## config.mk

```make
export PLATFORM = sky130hd
export DESIGN_NAME = radar_ray_line_generator_unit_flat
export DESIGN_NICKNAME = d
export VERILOG_FILES = /design/src/hw/rtl/rrlg_pkg.sv /design/src/hw/rtl/rrlg_chan_if.sv /design/src/hw/rtl/radar_ray_line_generator_unit.sv /design/src/hw/rtl/rrlg_front.sv /design/src/hw/rtl/rrlg_queue.sv /design/src/hw/rtl/rrlg_back.sv /design/src/flat_wrapper.sv
export VERILOG_INCLUDE_DIRS = /design/src /design/src/hw/rtl
export SDC_FILE = /design/constraint.sdc
export NUM_CORES = 2
export LEC_CHECK = 0
export BUFFER_PORTS_ARGS = -buffer_cell sky130_fd_sc_hd__buf_2
export CAP_MARGIN = 25
export CORE_UTILIZATION = 30
export CTS_CLUSTER_DIAMETER = 60
export DETAILED_ROUTE_END_ITERATION = 7
export PLACE_DENSITY = 0.47
export SYNTH_ARGS = -nofsm -noshare
export SYNTH_HDL_FRONTEND = slang
export SYNTH_HIERARCHICAL = 1
export SYNTH_MEMORY_MAX_BITS = 65536
export SYNTH_SLANG_ARGS = --single-unit
```

## constraint.sdc

```tcl
create_clock -name clk_i -period 5.63 [get_ports clk_i]
set_input_delay 0.2815 -clock clk_i [delete_from_list [all_inputs] [get_ports clk_i]]
set_output_delay 0.2815 -clock clk_i [all_outputs]
set_load 0.1 [all_outputs]
```

## src/hw/rtl/radar_ray_line_generator_unit_assert.svh

```systemverilog
`ifndef RADAR_RAY_LINE_GENERATOR_UNIT_ASSERT_SVH
`define RADAR_RAY_LINE_GENERATOR_UNIT_ASSERT_SVH

// Same-cycle implication, sampled on clk_i, off while rst_ni is low.
`define RRLG_ASSERT_IMPL(label, pre, post, msg) \
  label: assert property (@(posedge clk_i) disable iff (!rst_ni) (pre) |-> (post)) \
    else $error(msg);

// Next-cycle implication, sampled on clk_i, off while rst_ni is low.
`define RRLG_ASSERT_NEXT(label, pre, post, msg) \
  label: assert property (@(posedge clk_i) disable iff (!rst_ni) (pre) |=> (post)) \
    else $error(msg);

`endif

```

## src/hw/rtl/rrlg_pkg.sv

```systemverilog
package rrlg_pkg;

  localparam int unsigned AngleW = 9;
  localparam int unsigned RangeW = 10;
  localparam int unsigned XW     = 10;
  localparam int unsigned YW     = 9;
  localparam int unsigned ColorW = 16;
  localparam int unsigned SinW   = 17;
  localparam int unsigned DistW  = 8;
  localparam int unsigned ProdW  = 26;
  localparam int unsigned CoordW = 12;

  localparam logic [AngleW-1:0] AngleEntries = 9'd360;
  localparam logic [AngleW-1:0] FullTurn     = 9'd360;
  localparam logic [AngleW-1:0] QuarterTurn  = 9'd90;
  localparam logic [AngleW-1:0] HalfTurn     = 9'd180;
  localparam logic [AngleW-1:0] ThreeQuarter = 9'd270;

  localparam logic [DistW-1:0] RimRadius = 8'd180;
  localparam logic [DistW-1:0] NearLimit = 8'd4;

  localparam logic signed [CoordW-1:0] CenterX = 12'sd160;
  localparam logic signed [CoordW-1:0] CenterY = 12'sd220;

  localparam logic [ColorW-1:0] Green565 = 16'h07E0;
  localparam logic [ColorW-1:0] Red565   = 16'hF800;

  typedef enum logic [1:0] {
    CfgHalve  = 2'd0,
    CfgWidth  = 2'd1,
    CfgHeight = 2'd2
  } cfg_index_e;

  typedef struct packed {
    logic [AngleW-1:0] sweep_angle;
    logic [RangeW-1:0] range_cm;
  } ray_t;

  typedef struct packed {
    logic [XW-1:0]     start_x;
    logic [YW-1:0]     start_y;
    logic [XW-1:0]     end_x;
    logic [YW-1:0]     end_y;
    logic [ColorW-1:0] line_color;
    logic              last_line;
  } line_t;

  typedef struct packed {
    logic [1:0]  index;
    logic [XW-1:0] value;
  } cfg_req_t;

  typedef struct packed {
    logic          halve;
    logic [XW-1:0] width;
    logic [YW-1:0] height;
  } cfg_regs_t;

  typedef struct packed {
    logic signed [SinW-1:0] cos_q15;
    logic signed [SinW-1:0] sin_q15;
    logic [DistW-1:0]       clamp_dist;
    logic                   short_range;
  } work_t;

  // sin(k degrees) in Q1.15, k = 0..90
  function automatic logic [15:0] quarter_sine(logic [6:0] k);
    logic [15:0] v;
    unique case (k)
      7'd0: v = 16'd0;          7'd1: v = 16'd572;        7'd2: v = 16'd1144;
      7'd3: v = 16'd1715;       7'd4: v = 16'd2286;       7'd5: v = 16'd2856;
      7'd6: v = 16'd3425;       7'd7: v = 16'd3993;       7'd8: v = 16'd4560;
      7'd9: v = 16'd5126;       7'd10: v = 16'd5690;      7'd11: v = 16'd6252;
      7'd12: v = 16'd6813;      7'd13: v = 16'd7371;      7'd14: v = 16'd7927;
      7'd15: v = 16'd8481;      7'd16: v = 16'd9032;      7'd17: v = 16'd9580;
      7'd18: v = 16'd10126;     7'd19: v = 16'd10668;     7'd20: v = 16'd11207;
      7'd21: v = 16'd11743;     7'd22: v = 16'd12275;     7'd23: v = 16'd12803;
      7'd24: v = 16'd13328;     7'd25: v = 16'd13848;     7'd26: v = 16'd14365;
      7'd27: v = 16'd14876;     7'd28: v = 16'd15384;     7'd29: v = 16'd15886;
      7'd30: v = 16'd16384;     7'd31: v = 16'd16877;     7'd32: v = 16'd17364;
      7'd33: v = 16'd17847;     7'd34: v = 16'd18324;     7'd35: v = 16'd18795;
      7'd36: v = 16'd19261;     7'd37: v = 16'd19720;     7'd38: v = 16'd20174;
      7'd39: v = 16'd20622;     7'd40: v = 16'd21063;     7'd41: v = 16'd21498;
      7'd42: v = 16'd21926;     7'd43: v = 16'd22348;     7'd44: v = 16'd22763;
      7'd45: v = 16'd23170;     7'd46: v = 16'd23571;     7'd47: v = 16'd23965;
      7'd48: v = 16'd24351;     7'd49: v = 16'd24730;     7'd50: v = 16'd25102;
      7'd51: v = 16'd25466;     7'd52: v = 16'd25822;     7'd53: v = 16'd26170;
      7'd54: v = 16'd26510;     7'd55: v = 16'd26842;     7'd56: v = 16'd27166;
      7'd57: v = 16'd27482;     7'd58: v = 16'd27789;     7'd59: v = 16'd28088;
      7'd60: v = 16'd28378;     7'd61: v = 16'd28660;     7'd62: v = 16'd28932;
      7'd63: v = 16'd29197;     7'd64: v = 16'd29452;     7'd65: v = 16'd29698;
      7'd66: v = 16'd29935;     7'd67: v = 16'd30163;     7'd68: v = 16'd30382;
      7'd69: v = 16'd30592;     7'd70: v = 16'd30792;     7'd71: v = 16'd30983;
      7'd72: v = 16'd31164;     7'd73: v = 16'd31336;     7'd74: v = 16'd31499;
      7'd75: v = 16'd31651;     7'd76: v = 16'd31795;     7'd77: v = 16'd31928;
      7'd78: v = 16'd32052;     7'd79: v = 16'd32166;     7'd80: v = 16'd32270;
      7'd81: v = 16'd32365;     7'd82: v = 16'd32449;     7'd83: v = 16'd32524;
      7'd84: v = 16'd32588;     7'd85: v = 16'd32643;     7'd86: v = 16'd32688;
      7'd87: v = 16'd32723;     7'd88: v = 16'd32748;     7'd89: v = 16'd32763;
      7'd90: v = 16'd32768;
      default: v = 16'd0;
    endcase
    return v;
  endfunction

  // Fold a degree value (0..359) onto the quarter table
  function automatic logic signed [SinW-1:0] sine_q15(logic [AngleW-1:0] deg);
    logic [AngleW-1:0] idx;
    logic              neg;
    logic [15:0]       mag;
    priority if (deg <= QuarterTurn) begin
      idx = deg;
      neg = 1'b0;
    end else if (deg <= HalfTurn) begin
      idx = HalfTurn - deg;
      neg = 1'b0;
    end else if (deg <= ThreeQuarter) begin
      idx = deg - HalfTurn;
      neg = 1'b1;
    end else begin
      idx = FullTurn - deg;
      neg = 1'b1;
    end
    mag = quarter_sine(idx[6:0]);
    return neg ? -$signed({1'b0, mag}) : $signed({1'b0, mag});
  endfunction

  // Drop 15 fraction bits, rounding toward zero
  function automatic logic signed [CoordW-1:0] trunc_q15(logic signed [ProdW-1:0] p);
    logic signed [ProdW-1:0] b;
    b = p + (p[ProdW-1] ? 26'sd32767 : 26'sd0);
    return CoordW'(b >>> 15);
  endfunction

  // Optional halving, then clamp to 0..size-1 (size 0 acts as 1)
  function automatic logic [XW-1:0] fit_axis(logic signed [CoordW-1:0] v, logic halve,
                                             logic [XW-1:0] size);
    logic signed [CoordW-1:0] h;
    logic [XW-1:0]            lim;
    logic [XW-1:0]            r;
    h   = halve ? (v >>> 1) : v;
    lim = (size == '0) ? '0 : size - 10'd1;
    priority if (h < 0) begin
      r = '0;
    end else if (h > $signed({2'b00, lim})) begin
      r = lim;
    end else begin
      r = h[XW-1:0];
    end
    return r;
  endfunction

endpackage

```

## src/hw/rtl/rrlg_chan_if.sv

```systemverilog
interface rrlg_chan_if #(
  parameter type T = logic
);
  logic valid;
  logic ready;
  T     data;

  modport source (output valid, output data, input ready);
  modport sink   (input valid, input data, output ready);
endinterface

```

## src/hw/rtl/radar_ray_line_generator_unit.sv

```systemverilog
// Radar ray line generator. Each request on ray_in (sweep angle in degrees, distance in cm)
// yields a green line command from the center (160,220) to the object and, when the
// distance clamped to 4..180 is below 180, a red line from the object to the rim at
// radius 180; last_line marks the final command of a request. Endpoints are optionally
// halved and clamped to the screen size held in the configuration registers, written
// through cfg_wr (always ready; write only while no request is in flight). Each line is one
// transfer on line_out, so while line_out is ready, requests are accepted every cycle for
// full-range rays, and a request that draws both lines holds back the next one until its red
// line is sent; that one line per cycle output port sets the rate. The first line passes
// through the queue, product stage, hold stage and output register in that order. QUEUE_DEPTH
// sets the number of classified requests buffered between front and back.
module radar_ray_line_generator_unit import rrlg_pkg::*; #(
  parameter int unsigned QUEUE_DEPTH = 2
) (
  input  logic         clk_i,
  input  logic         rst_ni,
  rrlg_chan_if.sink    ray_in,
  rrlg_chan_if.source  line_out,
  rrlg_chan_if.sink    cfg_wr
);

  cfg_regs_t cfg_q;
  logic      work_valid, work_ready, deq_valid, deq_ready;
  work_t     work, deq_work;

  assign cfg_wr.ready = 1'b1;

  always_ff @(posedge clk_i or negedge rst_ni) begin
    if (!rst_ni) begin
      cfg_q.halve  <= 1'b0;
      cfg_q.width  <= 10'd320;
      cfg_q.height <= 9'd240;
    end else if (cfg_wr.valid) begin
      unique case (cfg_wr.data.index)
        CfgHalve:  cfg_q.halve  <= cfg_wr.data.value[0];
        CfgWidth:  cfg_q.width  <= cfg_wr.data.value;
        CfgHeight: cfg_q.height <= cfg_wr.data.value[YW-1:0];
        default:   cfg_q        <= cfg_q;
      endcase
    end
  end

  rrlg_front u_front (
    .ray_in       (ray_in),
    .work_valid_o (work_valid),
    .work_ready_i (work_ready),
    .work_o       (work)
  );

  rrlg_queue #(
    .DEPTH (QUEUE_DEPTH),
    .T     (work_t)
  ) u_queue (
    .clk_i        (clk_i),
    .rst_ni       (rst_ni),
    .push_valid_i (work_valid),
    .push_ready_o (work_ready),
    .push_data_i  (work),
    .pop_valid_o  (deq_valid),
    .pop_ready_i  (deq_ready),
    .pop_data_o   (deq_work)
  );

  rrlg_back u_back (
    .clk_i        (clk_i),
    .rst_ni       (rst_ni),
    .cfg_i        (cfg_q),
    .work_valid_i (deq_valid),
    .work_ready_o (deq_ready),
    .work_i       (deq_work),
    .line_out     (line_out)
  );

endmodule

```

## src/hw/rtl/rrlg_front.sv

```systemverilog
module rrlg_front import rrlg_pkg::*; (
  rrlg_chan_if.sink    ray_in,
  output logic         work_valid_o,
  input  logic         work_ready_i,
  output work_t        work_o
);

  logic [AngleW-1:0] angle_mod;
  logic [AngleW-1:0] angle_sat;
  logic [AngleW-1:0] cos_deg;
  logic [DistW-1:0]  clamp_dist;

  always_comb begin
    angle_mod = (ray_in.data.sweep_angle >= FullTurn) ?
                ray_in.data.sweep_angle - FullTurn : ray_in.data.sweep_angle;
    angle_sat = (angle_mod >= AngleEntries) ? AngleEntries - 9'd1 : angle_mod;
    // cos(a) = sin(a + 90), wrapped into one turn
    cos_deg   = (angle_sat >= ThreeQuarter) ? angle_sat - ThreeQuarter
                                            : angle_sat + QuarterTurn;
    priority if (ray_in.data.range_cm < RangeW'(NearLimit)) begin
      clamp_dist = NearLimit;
    end else if (ray_in.data.range_cm > RangeW'(RimRadius)) begin
      clamp_dist = RimRadius;
    end else begin
      clamp_dist = ray_in.data.range_cm[DistW-1:0];
    end
  end

  assign work_o.cos_q15     = sine_q15(cos_deg);
  assign work_o.sin_q15     = sine_q15(angle_sat);
  assign work_o.clamp_dist  = clamp_dist;
  assign work_o.short_range = (clamp_dist < RimRadius);

  assign work_valid_o = ray_in.valid;
  assign ray_in.ready = work_ready_i;

endmodule

```

## src/hw/rtl/rrlg_queue.sv

```systemverilog
module rrlg_queue #(
  parameter int unsigned DEPTH = 2,
  parameter type         T     = logic
) (
  input  logic clk_i,
  input  logic rst_ni,
  input  logic push_valid_i,
  output logic push_ready_o,
  input  T     push_data_i,
  output logic pop_valid_o,
  input  logic pop_ready_i,
  output T     pop_data_o
);

  localparam int unsigned PtrW = (DEPTH > 1) ? $clog2(DEPTH) : 1;
  localparam int unsigned CntW = $clog2(DEPTH + 1);
  localparam logic [PtrW-1:0] LastSlot = PtrW'(DEPTH - 1);
  localparam logic [CntW-1:0] FullCnt  = CntW'(DEPTH);

  T                slots_q [DEPTH];
  logic [PtrW-1:0] wr_ptr_q, wr_ptr_d;
  logic [PtrW-1:0] rd_ptr_q, rd_ptr_d;
  logic [CntW-1:0] count_q, count_d;
  logic            push, pop;

  assign push_ready_o = (count_q != FullCnt);
  assign pop_valid_o  = (count_q != '0);
  assign pop_data_o   = slots_q[rd_ptr_q];
  assign push         = push_valid_i && push_ready_o;
  assign pop          = pop_valid_o && pop_ready_i;

  always_comb begin
    wr_ptr_d = wr_ptr_q;
    rd_ptr_d = rd_ptr_q;
    count_d  = count_q;
    if (push) begin
      wr_ptr_d = (wr_ptr_q == LastSlot) ? '0 : wr_ptr_q + PtrW'(1);
    end
    if (pop) begin
      rd_ptr_d = (rd_ptr_q == LastSlot) ? '0 : rd_ptr_q + PtrW'(1);
    end
    if (push && !pop) begin
      count_d = count_q + CntW'(1);
    end else if (pop && !push) begin
      count_d = count_q - CntW'(1);
    end
  end

  always_ff @(posedge clk_i or negedge rst_ni) begin
    if (!rst_ni) begin
      wr_ptr_q <= '0;
      rd_ptr_q <= '0;
      count_q  <= '0;
    end else begin
      wr_ptr_q <= wr_ptr_d;
      rd_ptr_q <= rd_ptr_d;
      count_q  <= count_d;
    end
  end

  always_ff @(posedge clk_i) begin
    if (push) begin
      slots_q[wr_ptr_q] <= push_data_i;
    end
  end

endmodule

```

## src/hw/rtl/rrlg_back.sv

```systemverilog
`include "radar_ray_line_generator_unit_assert.svh"

module rrlg_back import rrlg_pkg::*; (
  input  logic         clk_i,
  input  logic         rst_ni,
  input  cfg_regs_t    cfg_i,
  input  logic         work_valid_i,
  output logic         work_ready_o,
  input  work_t        work_i,
  rrlg_chan_if.source  line_out
);

  // product stage
  logic                    prod_valid_q;
  logic signed [ProdW-1:0] pcd_q, psd_q, pcr_q, psr_q;
  logic                    pshort_q;
  logic signed [ProdW-1:0] c_ext, s_ext, d_ext, r_ext;

  // hold stage: object and rim points of one request
  logic                     hold_valid_q;
  logic                     phase_q;
  logic                     hshort_q;
  logic signed [CoordW-1:0] ox_q, oy_q, rx_q, ry_q;

  // output register
  logic  out_valid_q;
  line_t out_q, out_d;

  logic out_ready, emit_fire, line_last, hold_ready, hold_load, prod_ready, prod_load;
  logic signed [CoordW-1:0] sx, sy, ex, ey;

  assign out_ready  = !out_valid_q || line_out.ready;
  assign emit_fire  = hold_valid_q && out_ready;
  assign line_last  = phase_q || !hshort_q;
  assign hold_ready = !hold_valid_q || (emit_fire && line_last);
  assign hold_load  = prod_valid_q && hold_ready;
  assign prod_ready = !prod_valid_q || hold_ready;
  assign prod_load  = work_valid_i && prod_ready;

  assign work_ready_o   = prod_ready;
  assign line_out.valid = out_valid_q;
  assign line_out.data  = out_q;

  assign c_ext = ProdW'(work_i.cos_q15);
  assign s_ext = ProdW'(work_i.sin_q15);
  assign d_ext = $signed({{(ProdW-DistW){1'b0}}, work_i.clamp_dist});
  assign r_ext = $signed({{(ProdW-DistW){1'b0}}, RimRadius});

  always_comb begin
    sx = phase_q ? ox_q : CenterX;
    sy = phase_q ? oy_q : CenterY;
    ex = phase_q ? rx_q : ox_q;
    ey = phase_q ? ry_q : oy_q;
    out_d.start_x    = fit_axis(sx, cfg_i.halve, cfg_i.width);
    out_d.start_y    = YW'(fit_axis(sy, cfg_i.halve, {1'b0, cfg_i.height}));
    out_d.end_x      = fit_axis(ex, cfg_i.halve, cfg_i.width);
    out_d.end_y      = YW'(fit_axis(ey, cfg_i.halve, {1'b0, cfg_i.height}));
    out_d.line_color = phase_q ? Red565 : Green565;
    out_d.last_line  = line_last;
  end

  always_ff @(posedge clk_i or negedge rst_ni) begin
    if (!rst_ni) begin
      prod_valid_q <= 1'b0;
      hold_valid_q <= 1'b0;
      phase_q      <= 1'b0;
      out_valid_q  <= 1'b0;
    end else begin
      if (prod_ready) begin
        prod_valid_q <= work_valid_i;
      end
      if (hold_ready) begin
        hold_valid_q <= prod_valid_q;
      end
      // advance to the red line, drop back after the final line
      if (hold_load) begin
        phase_q <= 1'b0;
      end else if (emit_fire) begin
        phase_q <= !line_last;
      end
      if (out_ready) begin
        out_valid_q <= hold_valid_q;
      end
    end
  end

  always_ff @(posedge clk_i) begin
    if (prod_load) begin
      pcd_q    <= c_ext * d_ext;
      psd_q    <= s_ext * d_ext;
      pcr_q    <= c_ext * r_ext;
      psr_q    <= s_ext * r_ext;
      pshort_q <= work_i.short_range;
    end
    if (hold_load) begin
      ox_q     <= CenterX - trunc_q15(pcd_q);
      oy_q     <= CenterY - trunc_q15(psd_q);
      rx_q     <= CenterX - trunc_q15(pcr_q);
      ry_q     <= CenterY - trunc_q15(psr_q);
      hshort_q <= pshort_q;
    end
    if (emit_fire) begin
      out_q <= out_d;
    end
  end

  `RRLG_ASSERT_IMPL(a_red_only_when_short, emit_fire && phase_q, hshort_q,
                    "red line emitted for a full-range request")
  `RRLG_ASSERT_IMPL(a_hold_not_overwritten, hold_load && hold_valid_q,
                    emit_fire && line_last, "hold stage overwritten before its last line")
  `RRLG_ASSERT_NEXT(a_phase_clears, emit_fire && line_last, !phase_q,
                    "phase not cleared after the last line")
  `RRLG_ASSERT_NEXT(a_red_follows_green, emit_fire && !line_last,
                    hold_valid_q && phase_q, "red line not pending after green line")

endmodule

```

## src/flat_wrapper.sv

```systemverilog
// flat-port wrapper written by rule: the top's interface ports become plain ports
module radar_ray_line_generator_unit_flat import rrlg_pkg::*;
#(
  parameter int unsigned QUEUE_DEPTH = 2
)
  (clk_i, rst_ni, ray_in_valid, ray_in_data, ray_in_ready, line_out_valid, line_out_data, line_out_ready, cfg_wr_valid, cfg_wr_data, cfg_wr_ready);
  rrlg_chan_if #(.T(ray_t)) ray_in_i ();
  rrlg_chan_if #(.T(line_t)) line_out_i ();
  rrlg_chan_if #(.T(cfg_req_t)) cfg_wr_i ();
  input  logic clk_i;
  input  logic rst_ni;
  input wire logic [$bits(ray_in_i.valid)-1:0] ray_in_valid;
  input wire logic [$bits(ray_in_i.data)-1:0] ray_in_data;
  output wire logic [$bits(ray_in_i.ready)-1:0] ray_in_ready;
  output wire logic [$bits(line_out_i.valid)-1:0] line_out_valid;
  output wire logic [$bits(line_out_i.data)-1:0] line_out_data;
  input wire logic [$bits(line_out_i.ready)-1:0] line_out_ready;
  input wire logic [$bits(cfg_wr_i.valid)-1:0] cfg_wr_valid;
  input wire logic [$bits(cfg_wr_i.data)-1:0] cfg_wr_data;
  output wire logic [$bits(cfg_wr_i.ready)-1:0] cfg_wr_ready;
  assign ray_in_i.valid = ray_in_valid;
  assign ray_in_i.data = ray_in_data;
  assign ray_in_ready = ray_in_i.ready;
  assign line_out_valid = line_out_i.valid;
  assign line_out_data = line_out_i.data;
  assign line_out_i.ready = line_out_ready;
  assign cfg_wr_i.valid = cfg_wr_valid;
  assign cfg_wr_i.data = cfg_wr_data;
  assign cfg_wr_ready = cfg_wr_i.ready;
  radar_ray_line_generator_unit #(.QUEUE_DEPTH(QUEUE_DEPTH)) u_core (.clk_i(clk_i), .rst_ni(rst_ni), .ray_in(ray_in_i), .line_out(line_out_i), .cfg_wr(cfg_wr_i));
endmodule
```

======== Word level (Yosys, flattened, before mapping) ========
Memories as Yosys holds them, arrays and structs flattened.
Index checks and enable logic that the tools add are counted.
word-level totals
  flip-flop bits (word level) ............. 233
  RAM bits ................................ 86
  memory bits (read-only) ................. 4,096
  input port bits ......................... 36
  output and inout port bits .............. 58
  word-level logic and storage cells ...... 152
  memories ................................ 3
memory list
  name                    depth  bits a word  read ports  clocked after memory_dff  wr ports  RTL line          text
  (name not given)        128    16           1           0                         0         rrlg_pkg.sv:69    unique case (k)
  (name not given)        128    16           1           0                         0         rrlg_pkg.sv:69
  u_core.u_queue.slots_q  2      43           1           0                         1         rrlg_queue.sv:20  T slots_q [DEPTH];
operators by class
  add/sub/neg operators ................... 25
  multipliers ............................. 4
  magnitude comparators ................... 20
  eq/ne operators ......................... 3
  multiplexer cells ....................... 44
  reduce and logical (&&, ||, !) cells .... 27
operator list
  kind                                                            number
  adder 26 x 16 -> 26 bit                                         4
  two-way mux 15 bit                                              4
  multiplier 17 x 9 -> 26 bit                                     2
  > comparator 12 x 11 -> 1 bit                                   4
  < comparator 12 x 1 -> 1 bit, second input constant             4
  multiplier 17 x 7 -> 24 bit, second input constant              2
  two-way mux 12 bit                                              4
  subtractor 9 x 11 -> 12 bit, first input constant               4
  two-way mux 9 bit                                               5
  two-way mux 11 bit                                              4
  two-way mux 7 bit                                               6
  two-way mux 10 bit                                              4
  two-way mux 17 bit                                              2
  negator 16 -> 17 bit                                            2
  greater-or-equal comparator 9 bit, second input constant        3
  less-or-equal comparator 9 x 7 -> 1 bit, second input constant  2
  less-or-equal comparator 9 x 8 -> 1 bit, second input constant  2
  less-or-equal comparator 9 bit, second input constant           2
  subtractor 9 bit, second input constant                         2
  two-way mux 16 bit                                              1
  two-way mux 8 bit                                               2
  subtractor 6 x 7 -> 7 bit, first input constant                 2
  subtractor 7 x 6 -> 7 bit, second input constant                2
  subtractor 7 bit, first input constant                          2
  other kinds (22)                                                52

======== Logic depth before layout (Yosys ltp) ========
An unclocked memory read counts as a cell.
  word-level depth ........................ 13
  mapped depth ............................ 34

======== Cells and area by module ========
The synthesis kept the hierarchy.
by module, submodules not included
  module                         times used  cells an instance  area each (um^2)  seq. area each (um^2)
  rrlg_back                      1           2,568              24,960.2          5,835.6
  rrlg_front                     1           1,093              7,135.6           0.0
  rrlg_queue                     1           152                3,498.4           2,682.6
  radar_ray_line_generator_unit  1           46                 828.3             508.0

======== Worst setup path after synthesis ========
Ideal clock, no wire load.
  path kind ............................... in2reg
  from .................................... input ray_in_data[13]
  to ...................................... memory u_core/u_queue/slots_q[0][39] (netlist name), data pin
  arrival ................................. 7.294 ns
  data required time ...................... 5.357 ns
  path slack .............................. -1.937 ns
  stages on the path ...................... 32
  path through ............................ clkbuf_1 -> inv_1 -> ha_1 -> clkbuf_1 -> nand3b_1 -> o22ai_1 -> o21ai_1 -> nor3_1 -> nor2_1 -> inv_1 -> ha_1 -> clkbuf_1 -> o21a_1 -> o21ai_1 -> nor3_2 -> ha_1 -> a221oi_1 -> a311o_2 -> o221ai_2 -> mux2i_4 -> ha_1 -> clkbuf_1 -> inv_1 -> clkbuf_1 -> nor2_1 -> o311ai_1 -> a221o_1 -> a32o_1 -> nor4b_4 -> nand4_1 -> o31ai_1 -> xor2_1
RTL lines
  what             RTL line            text
  start, declared  flat_wrapper.sv:13  input wire logic [$bits(ray_in_i.data)-1:0] ray_in_data;
  end, declared    rrlg_queue.sv:20

==> impl_metrics.toml <==
[status]
status = "finished with violations"
violations = "negative setup slack"

[worst_setup_path]
r2r_start = "u_core/u_queue/rd_ptr_q"
cp.required_ns = 6.01
cp.arrival_ns = 6.32
crit_path_end_kind = "flop"
crit_type = "in2reg"
reg2reg_depth = 20
crit_family = "compound AO/OA/AOI/OAI gates"
cp_num_buf_inv = 10
crit_path_max_incr_delay_ns = 0.50
cp_common_cell = "buf_4"
r2r_slack_ns = -0.01
reg2reg_to = "u_core/u_back/pcd_q[24]"
startpoint_type = "input pin"
critPathMaxFanout = 7
crit_slowest_cell = "or4b_4"

[die]
core-area_um2 = 120000
core.rowCount = 127
io_pins = 94
die-area_um2 = 123000
initial_utilization_pct = 30.3
die_x_um = 350
die_y_um = 350

[route]
ant_nets = 0
wl_per_cell_um = 16.9
finalWirelength_um = 106000
via_per_inst = 4.85
dr.first_iter.drc_count = 1420
drt_drc_violations_left = 0
drtPass1Iterations = 6
vias = 30300

[yosys]
synth_top_area_share_pct = 22.8
synth_top_area_cell = "edfxtp_1"
syn_area_um2 = 36400
synth_edf_count = 277
synth.area.top_cells = "edfxtp_1 (23%), fa_1 (15%), ha_1 (12%)"
synth-seq-cells = 305
avgSynthCellArea_um2 = 9.44
async_flop_share_pct = 9.18
ys.warnings.count = 6
post-synth-top-count-cell = "inv_1"
ys_types = 120
synthCells = 3859
yosysSeqAreaShare_pct = 24.8
ys.flop_type = "edfxtp_1"
synth_common_cells = "inv_1 (530), ha_1 (360), nand2_1 (312)"

[job]
max_cap_viol_count = 0

[clocking]
htree_num_levels = 2
clkLatencyLatePin_ns = 0.58
cts-root-buf = "clkbuf_16"
clk_pin_slew_worst_paths_ns = 0.05
cts.path.max_buffers = 3
cts_made_buffers = 40
clkSinkCount = 305
cts_tree = "built"

[timing]
drv_slew = 0
finalHoldViolations = 0
maxSlewHeadroom_pct = 46.3
setup_violations = 39
setup_ws_ns = -0.316
period_share_pct = 106
rsz0062_at_grt = "yes"
worst_pin_slew_ns = 0.805
post-route-min-period_ns = 5.95
max_freq_mhz = 168
skew_ns = 0.0361

[final_layout]
layout-drive-gt1-share_pct = 28.3
syn2layout_area_growth_pct = 30.1
layout.nets = 5283
num_antenna_cells = 0
finalNonFillerCells = 6253

[global_routing]
grt_pass1_vias = 30900
grt_max_degree = 54
globalRouteTotalUtil_pct = 16.9
grt_pass1_wl_um = 168000
antenna_found_initial = 1
gr-total-overflow = 0

[min_path]
hp-class = "in2reg"
hp-start = "ray_in_data[4]"
whs_endpoint = "u_core/u_queue/slots_q[0][5]"
whs_path_depth = 2

[placement]
dp.cells = 6062
gp_congestion = 0.925
portBuffers = 87
dp_hpwl_um = 83800
## worst reg2reg max path: cells and delay by family, from the launching register on
| family | cells | cell delay, ns |
|---|---|---|
| xor gates and xnor gates | 1 | 0.08 |
| buffers and inverters | 5 | 0.60 |
| DFF | 1 | 0.49 |
| adders and majority gates | 5 | 2.41 |
| AOI/OAI and AO/OA | 7 | 1.35 |
| and+or+nand+nor | 1 | 0.16 |
| muxes | 1 | 0.33 |
## per-layer routing
layer  global-route usage [%]  vias to the layer above  part of all wire (%)
li1                         -                    15000                     -
met1                     22.3                    14700                    46
met2                     29.8                      574                    49
met3                     1.48                      151                   3.2
met4                     4.09                        0                   2.3
met5                        0                        -                     0
## metrics by stage
step           area (µm²)  hold WS [ns]  worst slack, ns  setup TNS, ns  util [%]
6_report            47400        0.0761           -0.316          -6.49      39.5
5_1_grt             47400         0.111           -0.559         -18.14      39.5
4_1_cts             46200        0.0719           -0.223          -3.22      38.4
3_5_place_dp        43600         0.409            -1.04         -50.40      36.3
3_3_place_gp        43600         0.409            -1.03         -47.15      36.3
2_1_floorplan       36800       -0.0141           -0.781         -28.22         -
## cells by family (layout without fill, tap and decap cells)
| family | count (synthesis) | after routing | synth area share [%] |
|---|---|---|---|
| flip-flops | 305 | 305 | 24.8 |
| AO/OA/AOI/OAI | 849 | 849 | 16.1 |
| multiplexers | 129 | 133 | 4.69 |
| adder cells (fa/ha/maj) | 636 | 636 | 27.5 |
| other | 2 | 6 | 0.0206 |
| buffers and inverters | 703 | 1476 | 7.91 |
| XOR/XNOR | 177 | 178 | 4.35 |
| AND/OR/NAND/NOR | 1058 | 1058 | 14.6 |
## layout make-up
type                    instances  area, µm²
fillers                     12000      72700
flip-flops and latches        305       9030
well taps                    1612       2020
multi-input cells            2860      26100
clock buffers                  47       1030
repair buffers                867       6930
inverters                     537       2050
clock inverters                25        295
## placed cells by master, fill, tap and decap left out, types with 32 or more instances in the layout
master	instances
ha_1	326
a21o_1	64
a31oi_1	38
nand3_1	57
o21ai_0	92
fa_1	274
mux2i_1	45
nor2_1	189
nor2b_1	32
and2_1	176
mux2_4	55
edfxtp_1	277
clkbuf_16	42
o21a_1	35
buf_4	691
buf_2	86
nand4_1	34
a211oi_1	55
xnor2_1	98
o211ai_1	49
nand2b_1	43
a21oi_1	182
xor2_1	60
o21ai_1	39
buf_6	41
nor3_1	47
inv_1	514
nand2_1	303
## sequential cells by signal, indices dropped and copies added (netlist names), 12 cells and up
name and count:
u_core/u_queue/slots_q 86, u_core/u_back/line_out.data 41, u_core/cfg_q 20, u_core/u_back/ox_q 12, u_core/u_back/ry_q 12, u_core/u_back/oy_q 12
u_core/u_back/pcr_q 24, u_core/u_back/psr_q 24, u_core/u_back/rx_q 12, u_core/u_back/psd_q 26, u_core/u_back/pcd_q 26
## worst max-delay path by stage
stage                     depth (start not counted)  slack (ns)                       endpoint             from
after global placement                           29       -1.03  u_core/u_queue/slots_q[0][39]  ray_in_data[14]
after detailed placement                         29       -1.04  u_core/u_queue/slots_q[0][41]  ray_in_data[14]
after CTS                                        30       -0.22  u_core/u_queue/slots_q[0][42]  ray_in_data[14]
after global routing                             34       -0.56  u_core/u_queue/slots_q[0][39]  ray_in_data[14]
final                                            34       -0.32  u_core/u_queue/slots_q[1][39]  ray_in_data[14]
after floorplan                                  30       -0.78  u_core/u_queue/slots_q[0][39]  ray_in_data[14]
## timing repair
action                                  4_1_cts  5_1_grt
buffers inserted                             47       54
gates cloned                                  6        3
resized for setup                           163      156
hold endpoints to repair                     42        0
pin swaps                                    82       92
hold buffers                                 12        0
endpoints found under the setup margin       55       67
Power is not shown: default switching activity piles up to over one toggle a cycle in this logic, so the estimate is an artifact.
